## config.mk

```make
export PLATFORM = sky130hd
export DESIGN_NAME = command_packet_queue
export DESIGN_NICKNAME = d
export VERILOG_FILES = /design/src/hw/rtl/cpq_pkg.sv /design/src/hw/rtl/command_packet_queue.sv /design/src/hw/rtl/cpq_ctrl.sv /design/src/hw/rtl/cpq_datapath.sv
export SDC_FILE = /design/constraint.sdc
export NUM_CORES = 2
export LEC_CHECK = 0
export BUFFER_PORTS_ARGS = -buffer_cell sky130_fd_sc_hd__buf_2
export CAP_MARGIN = 20
export CORE_AREA = 5 5 416 418
export DETAILED_ROUTE_END_ITERATION = 12
export DIE_AREA = 0 0 421 423
export PLACE_DENSITY = 0.65
export SLEW_MARGIN = 20
export SYNTH_ARGS = -nofsm -noshare
export SYNTH_HDL_FRONTEND = slang
export SYNTH_SLANG_ARGS = --single-unit
```

## constraint.sdc

```tcl
create_clock -name clk -period 10.8 [get_ports clk]
set_input_delay 2.16 -clock clk [delete_from_list [all_inputs] [get_ports clk]]
set_output_delay 2.16 -clock clk [all_outputs]
set_load 0.1 [all_outputs]
```

## src/hw/rtl/cpq_pkg.sv

```systemverilog
// Shared types, sizes and codes for the command packet queue.
package cpq_pkg;

  localparam int QUEUE_SLOTS  = 8;
  localparam int PACKET_BYTES = 32;

  localparam int SLOT_W  = $clog2(QUEUE_SLOTS);
  localparam int COUNT_W = $clog2(QUEUE_SLOTS + 1);
  localparam int FILL_W  = $clog2(PACKET_BYTES + 1);
  localparam int ADDR_W  = $clog2(QUEUE_SLOTS * PACKET_BYTES);
  localparam int LEN_W   = 6;

  localparam logic [1:0] KIND_PUSH  = 2'd0;
  localparam logic [1:0] KIND_POP   = 2'd1;
  localparam logic [1:0] KIND_CLEAR = 2'd2;

  localparam logic [1:0] STAT_OK    = 2'd0;
  localparam logic [1:0] STAT_FULL  = 2'd1;
  localparam logic [1:0] STAT_TRUNC = 2'd2;
  localparam logic [1:0] STAT_EMPTY = 2'd3;

  typedef struct packed {
    logic [1:0] kind;
    logic [7:0] data_byte;
    logic       last_byte;
    logic [3:0] source;
  } cmd_t;

  typedef struct packed {
    logic [7:0]       out_byte;
    logic [LEN_W-1:0] packet_length;
    logic [3:0]       packet_source;
    logic             last_of_run;
    logic [1:0]       status;
  } result_t;

  typedef struct packed {
    logic push;
    logic pop_empty;
    logic pop_start;
    logic pop_step;
    logic pop_end;
    logic clear;
  } dp_ctrl_t;

  typedef struct packed {
    logic queue_empty;
    logic stream_last;
  } dp_stat_t;

endpackage

```

## src/hw/rtl/command_packet_queue.sv

```systemverilog
// Top level of the command packet queue: ring of packet slots with push, pop and clear.
// Push and clear do not hold busy; a push's result appears on the cycle after the transfer.
// Pop: the result stream starts the cycle after the transfer and gives one byte per cycle,
//   holding busy until its last byte; an empty pop gives one result.
// The single read port of the byte memory paces the stream at one byte per cycle.
// Reset (rst, synchronous): empties the queue and drops any partial packet; slot storage
//   keeps its contents. Results are strobed for one cycle, as the receiver cannot stall.
module command_packet_queue (
  input  logic             clk,
  input  logic             rst,
  input  logic             start,
  input  cpq_pkg::cmd_t    cmd,
  output logic             busy,
  output logic             result_valid,
  output cpq_pkg::result_t result
);

  cpq_pkg::dp_ctrl_t ctrl;
  cpq_pkg::dp_stat_t stat;

  // Sequence commands; streaming a packet out blocks new transfers.
  cpq_ctrl u_ctrl (
    .clk   (clk),
    .rst   (rst),
    .start (start),
    .kind  (cmd.kind),
    .stat  (stat),
    .busy  (busy),
    .ctrl  (ctrl)
  );

  // Hold pointers, slot tables and byte memory; drive the result strobe.
  cpq_datapath u_datapath (
    .clk          (clk),
    .rst          (rst),
    .cmd          (cmd),
    .ctrl         (ctrl),
    .stat         (stat),
    .result_valid (result_valid),
    .result       (result)
  );

endmodule

```

## src/hw/rtl/cpq_ctrl.sv

```systemverilog
// Controller state machine: decodes commands and sequences pop streaming.
module cpq_ctrl (
  input  logic              clk,
  input  logic              rst,
  input  logic              start,
  input  logic [1:0]        kind,
  input  cpq_pkg::dp_stat_t stat,
  output logic              busy,
  output cpq_pkg::dp_ctrl_t ctrl
);

  localparam logic [0:0] ST_IDLE   = 1'b0;
  localparam logic [0:0] ST_STREAM = 1'b1;

  logic [0:0] state;
  logic [0:0] state_next;
  logic       accept;

  assign busy   = (state == ST_STREAM);
  assign accept = start && !busy;

  always_comb begin
    state_next = state;
    ctrl       = '0;
    unique case (state)
      ST_IDLE: begin
        if (accept) begin
          unique case (kind)
            cpq_pkg::KIND_PUSH: ctrl.push = 1'b1;
            cpq_pkg::KIND_POP: begin
              if (stat.queue_empty) begin
                ctrl.pop_empty = 1'b1;
              end else begin
                ctrl.pop_start = 1'b1;
                state_next     = ST_STREAM;
              end
            end
            cpq_pkg::KIND_CLEAR: ctrl.clear = 1'b1;
            default: ;
          endcase
        end
      end
      ST_STREAM: begin
        ctrl.pop_step = 1'b1;
        if (stat.stream_last) begin
          ctrl.pop_end = 1'b1;
          state_next   = ST_IDLE;
        end
      end
      default: state_next = ST_IDLE;
    endcase
  end

  always_ff @(posedge clk) begin
    if (rst) begin
      state <= ST_IDLE;
    end else begin
      state <= state_next;
    end
  end

endmodule

```

## src/hw/rtl/cpq_datapath.sv

```systemverilog
// Datapath: ring pointers, slot tables, byte memory and result registers.
module cpq_datapath (
  input  logic              clk,
  input  logic              rst,
  input  cpq_pkg::cmd_t     cmd,
  input  cpq_pkg::dp_ctrl_t ctrl,
  output cpq_pkg::dp_stat_t stat,
  output logic              result_valid,
  output cpq_pkg::result_t  result
);

  localparam int SUM_W = cpq_pkg::COUNT_W + 1;

  logic [7:0] mem [cpq_pkg::QUEUE_SLOTS * cpq_pkg::PACKET_BYTES];
  logic [cpq_pkg::FILL_W-1:0] slot_length [cpq_pkg::QUEUE_SLOTS];
  logic [3:0]                 slot_source [cpq_pkg::QUEUE_SLOTS];

  logic [cpq_pkg::SLOT_W-1:0]  head_slot;
  logic [cpq_pkg::COUNT_W-1:0] packet_count;
  logic [cpq_pkg::FILL_W-1:0]  fill_count;
  logic                        dropping;
  logic                        truncated_flag;
  logic [3:0]                  cur_source;

  logic [cpq_pkg::FILL_W-1:0]  pop_idx;
  logic [cpq_pkg::FILL_W-1:0]  pop_len;
  logic [3:0]                  pop_src;
  logic [7:0]                  rd_data;

  cpq_pkg::result_t res;
  logic             res_valid;

  // push decode
  logic [SUM_W-1:0]            tail_sum;
  logic [cpq_pkg::SLOT_W-1:0]  tail;
  logic                        starting;
  logic                        drop_now;
  logic                        store_byte;
  logic [cpq_pkg::FILL_W-1:0]  fill_new;
  logic                        trunc_new;
  logic [3:0]                  src_eff;
  logic [cpq_pkg::ADDR_W-1:0]  wr_addr;
  logic                        wr_en;

  // pop read
  logic [cpq_pkg::FILL_W-1:0]  pop_idx_inc;
  logic [cpq_pkg::FILL_W-1:0]  rd_idx;
  logic [cpq_pkg::ADDR_W-1:0]  rd_addr;
  logic                        rd_en;
  logic [cpq_pkg::SLOT_W-1:0]  head_inc;

  assign tail_sum = SUM_W'(head_slot) + SUM_W'(packet_count);
  assign tail = (tail_sum >= SUM_W'(cpq_pkg::QUEUE_SLOTS))
              ? cpq_pkg::SLOT_W'(tail_sum - SUM_W'(cpq_pkg::QUEUE_SLOTS))
              : cpq_pkg::SLOT_W'(tail_sum);

  assign starting   = (fill_count == '0) && !dropping && !truncated_flag;
  assign drop_now   = dropping ||
                      (starting && (packet_count >= cpq_pkg::COUNT_W'(cpq_pkg::QUEUE_SLOTS)));
  assign store_byte = (fill_count < cpq_pkg::FILL_W'(cpq_pkg::PACKET_BYTES));
  assign fill_new   = store_byte ? fill_count + 1'b1 : fill_count;
  assign trunc_new  = truncated_flag || !store_byte;
  assign src_eff    = (fill_count == '0) ? cmd.source : cur_source;
  assign wr_en      = ctrl.push && !drop_now && store_byte;
  assign wr_addr    = cpq_pkg::ADDR_W'(tail * cpq_pkg::PACKET_BYTES)
                    + cpq_pkg::ADDR_W'(fill_count);

  assign pop_idx_inc = pop_idx + 1'b1;
  assign stat.stream_last = (pop_idx_inc == pop_len);
  assign stat.queue_empty = (packet_count == '0);
  assign rd_idx  = ctrl.pop_start ? '0 : pop_idx_inc;
  assign rd_en   = ctrl.pop_start || (ctrl.pop_step && !stat.stream_last);
  assign rd_addr = cpq_pkg::ADDR_W'(head_slot * cpq_pkg::PACKET_BYTES)
                 + cpq_pkg::ADDR_W'(rd_idx);
  assign head_inc = (head_slot == cpq_pkg::SLOT_W'(cpq_pkg::QUEUE_SLOTS - 1))
                  ? '0 : head_slot + 1'b1;

  always_ff @(posedge clk) begin
    if (wr_en) begin
      mem[wr_addr] <= cmd.data_byte;
    end
    if (rd_en) begin
      rd_data <= mem[rd_addr];
    end
  end

  // slot tables and pop capture registers
  always_ff @(posedge clk) begin
    if (ctrl.push && !drop_now && cmd.last_byte) begin
      slot_length[tail] <= fill_new;
      slot_source[tail] <= src_eff;
    end
    if (ctrl.push && !drop_now && (fill_count == '0)) begin
      cur_source <= cmd.source;
    end
    if (ctrl.pop_start) begin
      pop_len <= slot_length[head_slot];
      pop_src <= slot_source[head_slot];
      pop_idx <= '0;
    end else if (ctrl.pop_step) begin
      pop_idx <= pop_idx_inc;
    end
  end

  // pointers and push progress
  always_ff @(posedge clk) begin
    if (rst || ctrl.clear) begin
      head_slot      <= '0;
      packet_count   <= '0;
      fill_count     <= '0;
      dropping       <= 1'b0;
      truncated_flag <= 1'b0;
    end else begin
      if (ctrl.push) begin
        if (drop_now) begin
          dropping <= !cmd.last_byte;
        end else if (cmd.last_byte) begin
          packet_count   <= packet_count + 1'b1;
          fill_count     <= '0;
          truncated_flag <= 1'b0;
        end else begin
          fill_count     <= fill_new;
          truncated_flag <= trunc_new;
        end
      end
      if (ctrl.pop_end) begin
        head_slot    <= head_inc;
        packet_count <= packet_count - 1'b1;
      end
    end
  end

  // single results: push and empty pop
  always_ff @(posedge clk) begin
    if (rst) begin
      res_valid <= 1'b0;
    end else begin
      res_valid <= ctrl.push || ctrl.pop_empty;
    end
  end

  always_ff @(posedge clk) begin
    if (ctrl.push) begin
      res.out_byte    <= '0;
      res.last_of_run <= 1'b1;
      if (drop_now) begin
        res.packet_length <= '0;
        res.packet_source <= cmd.source;
        res.status        <= cpq_pkg::STAT_FULL;
      end else begin
        res.packet_length <= cpq_pkg::LEN_W'(fill_new);
        res.packet_source <= src_eff;
        res.status        <= trunc_new ? cpq_pkg::STAT_TRUNC : cpq_pkg::STAT_OK;
      end
    end else if (ctrl.pop_empty) begin
      res.out_byte      <= '0;
      res.packet_length <= '0;
      res.packet_source <= '0;
      res.last_of_run   <= 1'b1;
      res.status        <= cpq_pkg::STAT_EMPTY;
    end
  end

  always_comb begin
    if (ctrl.pop_step) begin
      result.out_byte      = rd_data;
      result.packet_length = cpq_pkg::LEN_W'(pop_len);
      result.packet_source = pop_src;
      result.last_of_run   = stat.stream_last;
      result.status        = cpq_pkg::STAT_OK;
    end else begin
      result = res;
    end
  end

  assign result_valid = ctrl.pop_step || res_valid;

endmodule

```

* After elaboration in Yosys (flattened, before gate mapping)
Memory sizes are Yosys's and may differ from the RTL's. A register that Yosys moved wholly into a read port is not among the register bits.
Cells that the tools add are included.
** Storage, ports and cells
- Memories :: 3
- ROM bits :: 0
- Logic and storage cells :: 101
- Register bits after elaboration :: 39
- RAM bits :: 2128
- Bits in latches :: 0
** Memories
- u_datapath.mem :: words 256, width 8, read ports 1, clocked after Yosys merged registers in 1, write ports 1, line cpq_datapath.sv:14 : logic [7:0] mem [cpq_pkg::QUEUE_SLOTS * cpq_pkg::PACKET_BYTES];
- u_datapath.slot_length :: words 8, width 6, read ports 1, clocked after Yosys merged registers in 1, write ports 1, line cpq_datapath.sv:15 : logic [cpq_pkg::FILL_W-1:0] slot_length [cpq_pkg::QUEUE_SLOTS];
- u_datapath.slot_source :: words 8, width 4, read ports 1, clocked after Yosys merged registers in 1, write ports 1, line cpq_datapath.sv:16 : logic [3:0] slot_source [cpq_pkg::QUEUE_SLOTS];
** Operators by class
- Add/sub/neg operators :: 9
- Multipliers :: 0
- Divide/modulo/power cells :: 0
- Reductions and logical operators :: 31
- Order comparisons :: 3
- Equality and inequality tests :: 5
- Shifts and indexed selects :: 0
- Multiplexer cells :: 36
- Bitwise gates (word level) :: 2
** Operator list (number)
- 13-bit 2-to-1 mux :: 2
- 21-bit 2-to-1 mux :: 1
- 4-bit 2-to-1 mux :: 5
- 6-bit 2-to-1 mux :: 3
- 8-bit by 6-bit adder with 8-bit output :: 2
- 1-bit 2-to-1 mux :: 15
- 6-bit by 1-bit adder with 6-bit output (second input constant) :: 2
- 3-bit 2-to-1 mux :: 4
- 10-bit 2-to-1 mux :: 1
- 1-bit logical AND :: 9
- 2-bit 2-to-1 mux :: 4
- 1-bit logical NOT :: 7
- 6-bit equality test :: 1
- 6-bit logical NOT :: 1
- 1-bit logical OR :: 6
- 6-bit less-than comparator (second input constant) :: 1
- 2-bit nonzero test :: 3
- 3-bit by 4-bit adder with 5-bit output :: 1
- 5-bit by 4-bit >= comparator with 1-bit output (second input constant) :: 1
- 4-bit by 1-bit adder with 4-bit output (second input constant) :: 1
- 4-bit >= comparator (second input constant) :: 1
- 4-bit logical NOT :: 1
- 2-bit AND reduction :: 2
- 4-bit by 1-bit subtractor with 4-bit output (second input constant) :: 1
- 10 further kinds :: 11

* Logic depth before layout (Yosys ltp)
- Depth after elaboration :: 10
- Gate-level depth with buffers :: 16

* Cells and area by module
A second synthesis with hierarchy kept.
** Unflattened totals
- Cell total of the unflattened synthesis :: 6140
- Area total of the unflattened synthesis :: 87393.8 um2
** By module, submodules not included
- cpq_datapath :: cells an instance 6129, area an instance 87288.7 um2, times used 1, sequential area each 65362.7 um2
- cpq_ctrl :: cells an instance 11, area an instance 105.1 um2, times used 1, sequential area each 20.0 um2

* Worst setup path after synthesis
Ideal clock, no wire load.
- Kind :: input port to flip-flop
- Start :: input port cmd[13] (netlist bit)
- End :: register u_datapath.rd_data[5], read port of u_datapath.mem, data pin
- Path buffers :: 5
- Setup slack :: 5.161 ns
- Arrival :: 5.382 ns
- Data required time :: 10.543 ns
- Cell stages on the path :: 15
- Path through :: nor4bb_1 -> buf_2 -> nand2_4 -> inv_2 -> clkbuf_1 -> buf_1 -> nor2_1 -> ha_1 -> clkbuf_1 -> inv_1 -> nand2_1 -> clkbuf_1 -> o21ai_0 -> a211o_1 -> a32o_1
** RTL lines
- start, declared :: line command_packet_queue.sv:12 : input cpq_pkg::cmd_t cmd,
- end, declared :: line cpq_datapath.sv:28 : logic [7:0] rd_data;

* Worst setup path in the final report
- Start :: input port cmd[13] (netlist bit)
- End :: register u_datapath.rd_data[2], read port of u_datapath.mem, data pin
** On the way
- Cells in the longest elaborated chain, start to end :: 6
- Elaborated cells between the ends (all ways) :: 7
- Those cells by class :: add/sub (1); eq/ne (1); mux (4); reduce/logical (1)
** Ends and longest elaborated chain
- 2-bit by 1-bit equality test with 1-bit output * :: line cpq_ctrl.sv:28 : unique case (kind)
- 2-bit 2-to-1 mux * :: line cpq_ctrl.sv:28
- 3-bit 2-to-1 mux * :: line cpq_ctrl.sv:27 : if (accept) begin
- 3-bit 2-to-1 mux * :: line cpq_ctrl.sv:25 : unique case (state)
- 6-bit 2-to-1 mux :: line cpq_datapath.sv:71 : assign rd_idx = ctrl.pop_start ? '0 : pop_idx_inc;
- 8-bit by 6-bit adder with 8-bit output :: line cpq_datapath.sv:74 : + cpq_pkg::ADDR_W'(rd_idx);
Mark *: on every way between the ends. The rest lies on a longest branch, timed or not.
A chain may end at the register's enable or synchronous reset.

==> results.tsv <==
stage	metric	value	unit
timing	min_period_over_period	62.9	%
power	power.density_cell_area	266	mW/mm^2
yosys	ys_ff_latch	2185	
timing	min_period	6790	ps
critical_path	rrSetupSlack	5100	ps
floorplan	start_util	51.8	%
routing	routedWlPerCell	33.0	um
floorplan	die_h	423	um
place	place_inst	7478	
run	drv_cap	0	
finish	final_cells	7867	
floorplan	coreArea	0.169	mm^2
place	hpwl	151000	um
routing	viasPerCell	6.65	
yosys	avgSynthCellArea	15.9	um^2
floorplan	dieArea	0.178	mm^2
power	totalPowerFinal	25.7	mW
grt	grt_max_degree	141	
finish	fin_area	0.0965	mm^2
finish	final_common_cell	edfxtp_1	
clocking	cts_hold_buf	0	
finish	drive_above_1_share	12.0	%
yosys	async_reset_ff_share	0	%
place	gp_congestion	0.901	
clocking	cts_tree	built	
timing	rsz0062_at_grt	false	
clocking	clockRootBuffer	clkbuf_16	
clocking	cts_setup_buffers	0	
floorplan	die_w	421	um
grt	gr-total-overflow	0	
timing	slew_headroom	12.2	%
timing	hold_ws	535	ps
yosys	ys_top_cells_by_area	edfxtp_1 (74%), mux2i_1 (4.7%), nand2_1 (2.1%), mux2_2 (1.8%), mux4_2 (1.7%)	
routing	first_pass_iters	6	
routing	num_vias	52300	
yosys	ys.flop_type	edfxtp_1	
timing	worst_pin_slew	1320	ps
routing	wl	259000	um
critical_path	path_class	primary input to register	
routing	first_iter_violations	7793	
place	placed_area	0.0899	mm^2
floorplan	rows	151	
routing	ant_nets	0	
yosys	synth_top_area_share	74.3	%
status	status	finished clean	
timing	skew	66.8	ps
clocking	cts.repair.resized	0	
clocking	htreeDepth	4	
grt	grt_pass1_wl	369000	um
clocking	clk_pin_slew_worst_paths	60	ps
yosys	syn_area	0.0874	mm^2
power	ir_drop	0.000320	V
finish	fin_nets	5511	
routing	drc	0	
yosys	synth_seq_area_share	74.8	%
clocking	cts_buffers	215	
floorplan	boundaryPins	41	
worst_hold_path	worstHoldPathType	register to register	
critical_path	worstPathMaxFanout	20	
critical_path	arrival	7460	ps
clocking	cts_num_sinks	2185	
timing	finalSetupViolations	0	
finish	syn2layout_area_growth	10.5	%
finish	final_cell_mix	edfxtp_1 (2162), nand2_1 (498), mux2i_1 (406)	
clocking	worstSkewPairLatency	870	ps
power	static-leakage-power	30.4	nW
timing	fmax	147	MHz
yosys	ys_types	88	
critical_path	timing.critical_path.required	11470	ps
grt	grt.total_usage	28.5	%
yosys	syn_inst	5502	
yosys	syn_nets	5536	
clocking	cts_buffer_depth	3	
grt	grt_pass1_vias	50000	
timing	hold_violations	0	
critical_path	end_kind	register	
yosys	yosys.area.top_type	edfxtp_1	
yosys	synth_edf_count	2162	
critical_path	start_kind	primary input	
yosys	yosys_warnings	0	
timing	setup-tns-final	0	ps
grt	antenna_found_initial	6	
timing	timing.final.max_slew_violations	0	
place	port_buffers	40	
metrics by stage:
step                util, %  setup slack, ps
floorplan                 -             5160
detailed placement     53.3             3350
global route           57.2             3950
global placement       53.3             3450
CTS                    57.2             4250
finish                 57.2             4010
registers in the layout (all words and copies together), names as in the netlist, 6 cells and up:
register,flops
u_datapath.res,12
u_datapath.slot_length,48
u_datapath.pop_idx,6
u_datapath.pop_len,6
u_datapath.slot_source,32
u_datapath.fill_count,6
u_datapath.rd_data,8
u_datapath.mem,2048
worst paths after layout:
path,startpoint,end,depth (start not counted)
setup / recovery,cmd[13],u_datapath.rd_data[2],13
hold / removal,u_datapath.pop_idx[1],u_datapath.pop_idx[1],2
setup reg to reg,u_ctrl.busy,u_datapath.rd_data[2],12
hold reg to reg,u_datapath.pop_idx[1],u_datapath.pop_idx[1],2
worst max-delay path, stage by stage:
cell	delay (ps)
buf_2	130
nor4bb_4	350
buf_4	370
nand2_4	270
inv_2	490
nor2_1	120
ha_1	740
inv_1	620
nor2_1	900
o311ai_0	320
a41oi_1	630
o31ai_1	230
o41ai_1	110
synth_stat cells, types with 13 or more instances:
cell,n
dfxtp_1,23
nor2b_1,54
buf_4,21
a311oi_1,31
o2111ai_1,19
buf_1,43
clkbuf_1,163
mux4_2,64
a31oi_1,100
nand3_1,86
and2_1,14
o22ai_1,156
xnor2_1,18
mux2i_1,406
ha_1,14
xor2_1,13
a221oi_1,23
a22oi_1,17
o22a_1,13
o21ai_0,159
nor3_1,61
mux2_2,137
edfxtp_1,2162
a21oi_1,210
nand2_1,499
buf_2,168
o311ai_0,29
o221ai_1,97
o211ai_1,36
nor2_1,330
nand2b_1,13
inv_1,15
a211oi_1,122
layer usage:
layer	up-vias	global-route usage (%)	part of all wire (%)
li1	21700	-	-
met1	26600	40.1	38
met2	3466	43.3	45
met3	608	6.49	11
met4	4	12.3	4.8
met5	-	0	0.010
logic make-up (layout without fill, tap and decap cells):
group | Yosys count | count (layout) | share of synthesized area (%)
AOI/OAI and AO/OA | 1139 | 1139 | 8.94
xor gates and xnor gates | 33 | 33 | 0.355
and+or+nand+nor | 1108 | 1108 | 5.42
adders and majority gates | 16 | 16 | 0.246
DFF | 2185 | 2185 | 74.8
muxes | 607 | 607 | 8.07
other | 0 | 3 | 0
buffers and inverters | 414 | 558 | 2.12
power breakdown:
part	switching, mW	leakage (nW)	internal, mW
clock network	3.19	3.21	3.92
logic	6.62	7.52	2.57
registers	0.0560	19.6	9.34
final cells by class:
class	count	area, um^2
inverter	17	68.8
sequential	2185	65400
clock buffer	291	5780
antenna	3	7.51
multi-input combinational	2903	20300
clock inverter	95	840
timing repair buffer	155	1330
tap	2218	2780
fill	12800	72200
No activity file was read; power rests on OpenSTA's default activity.
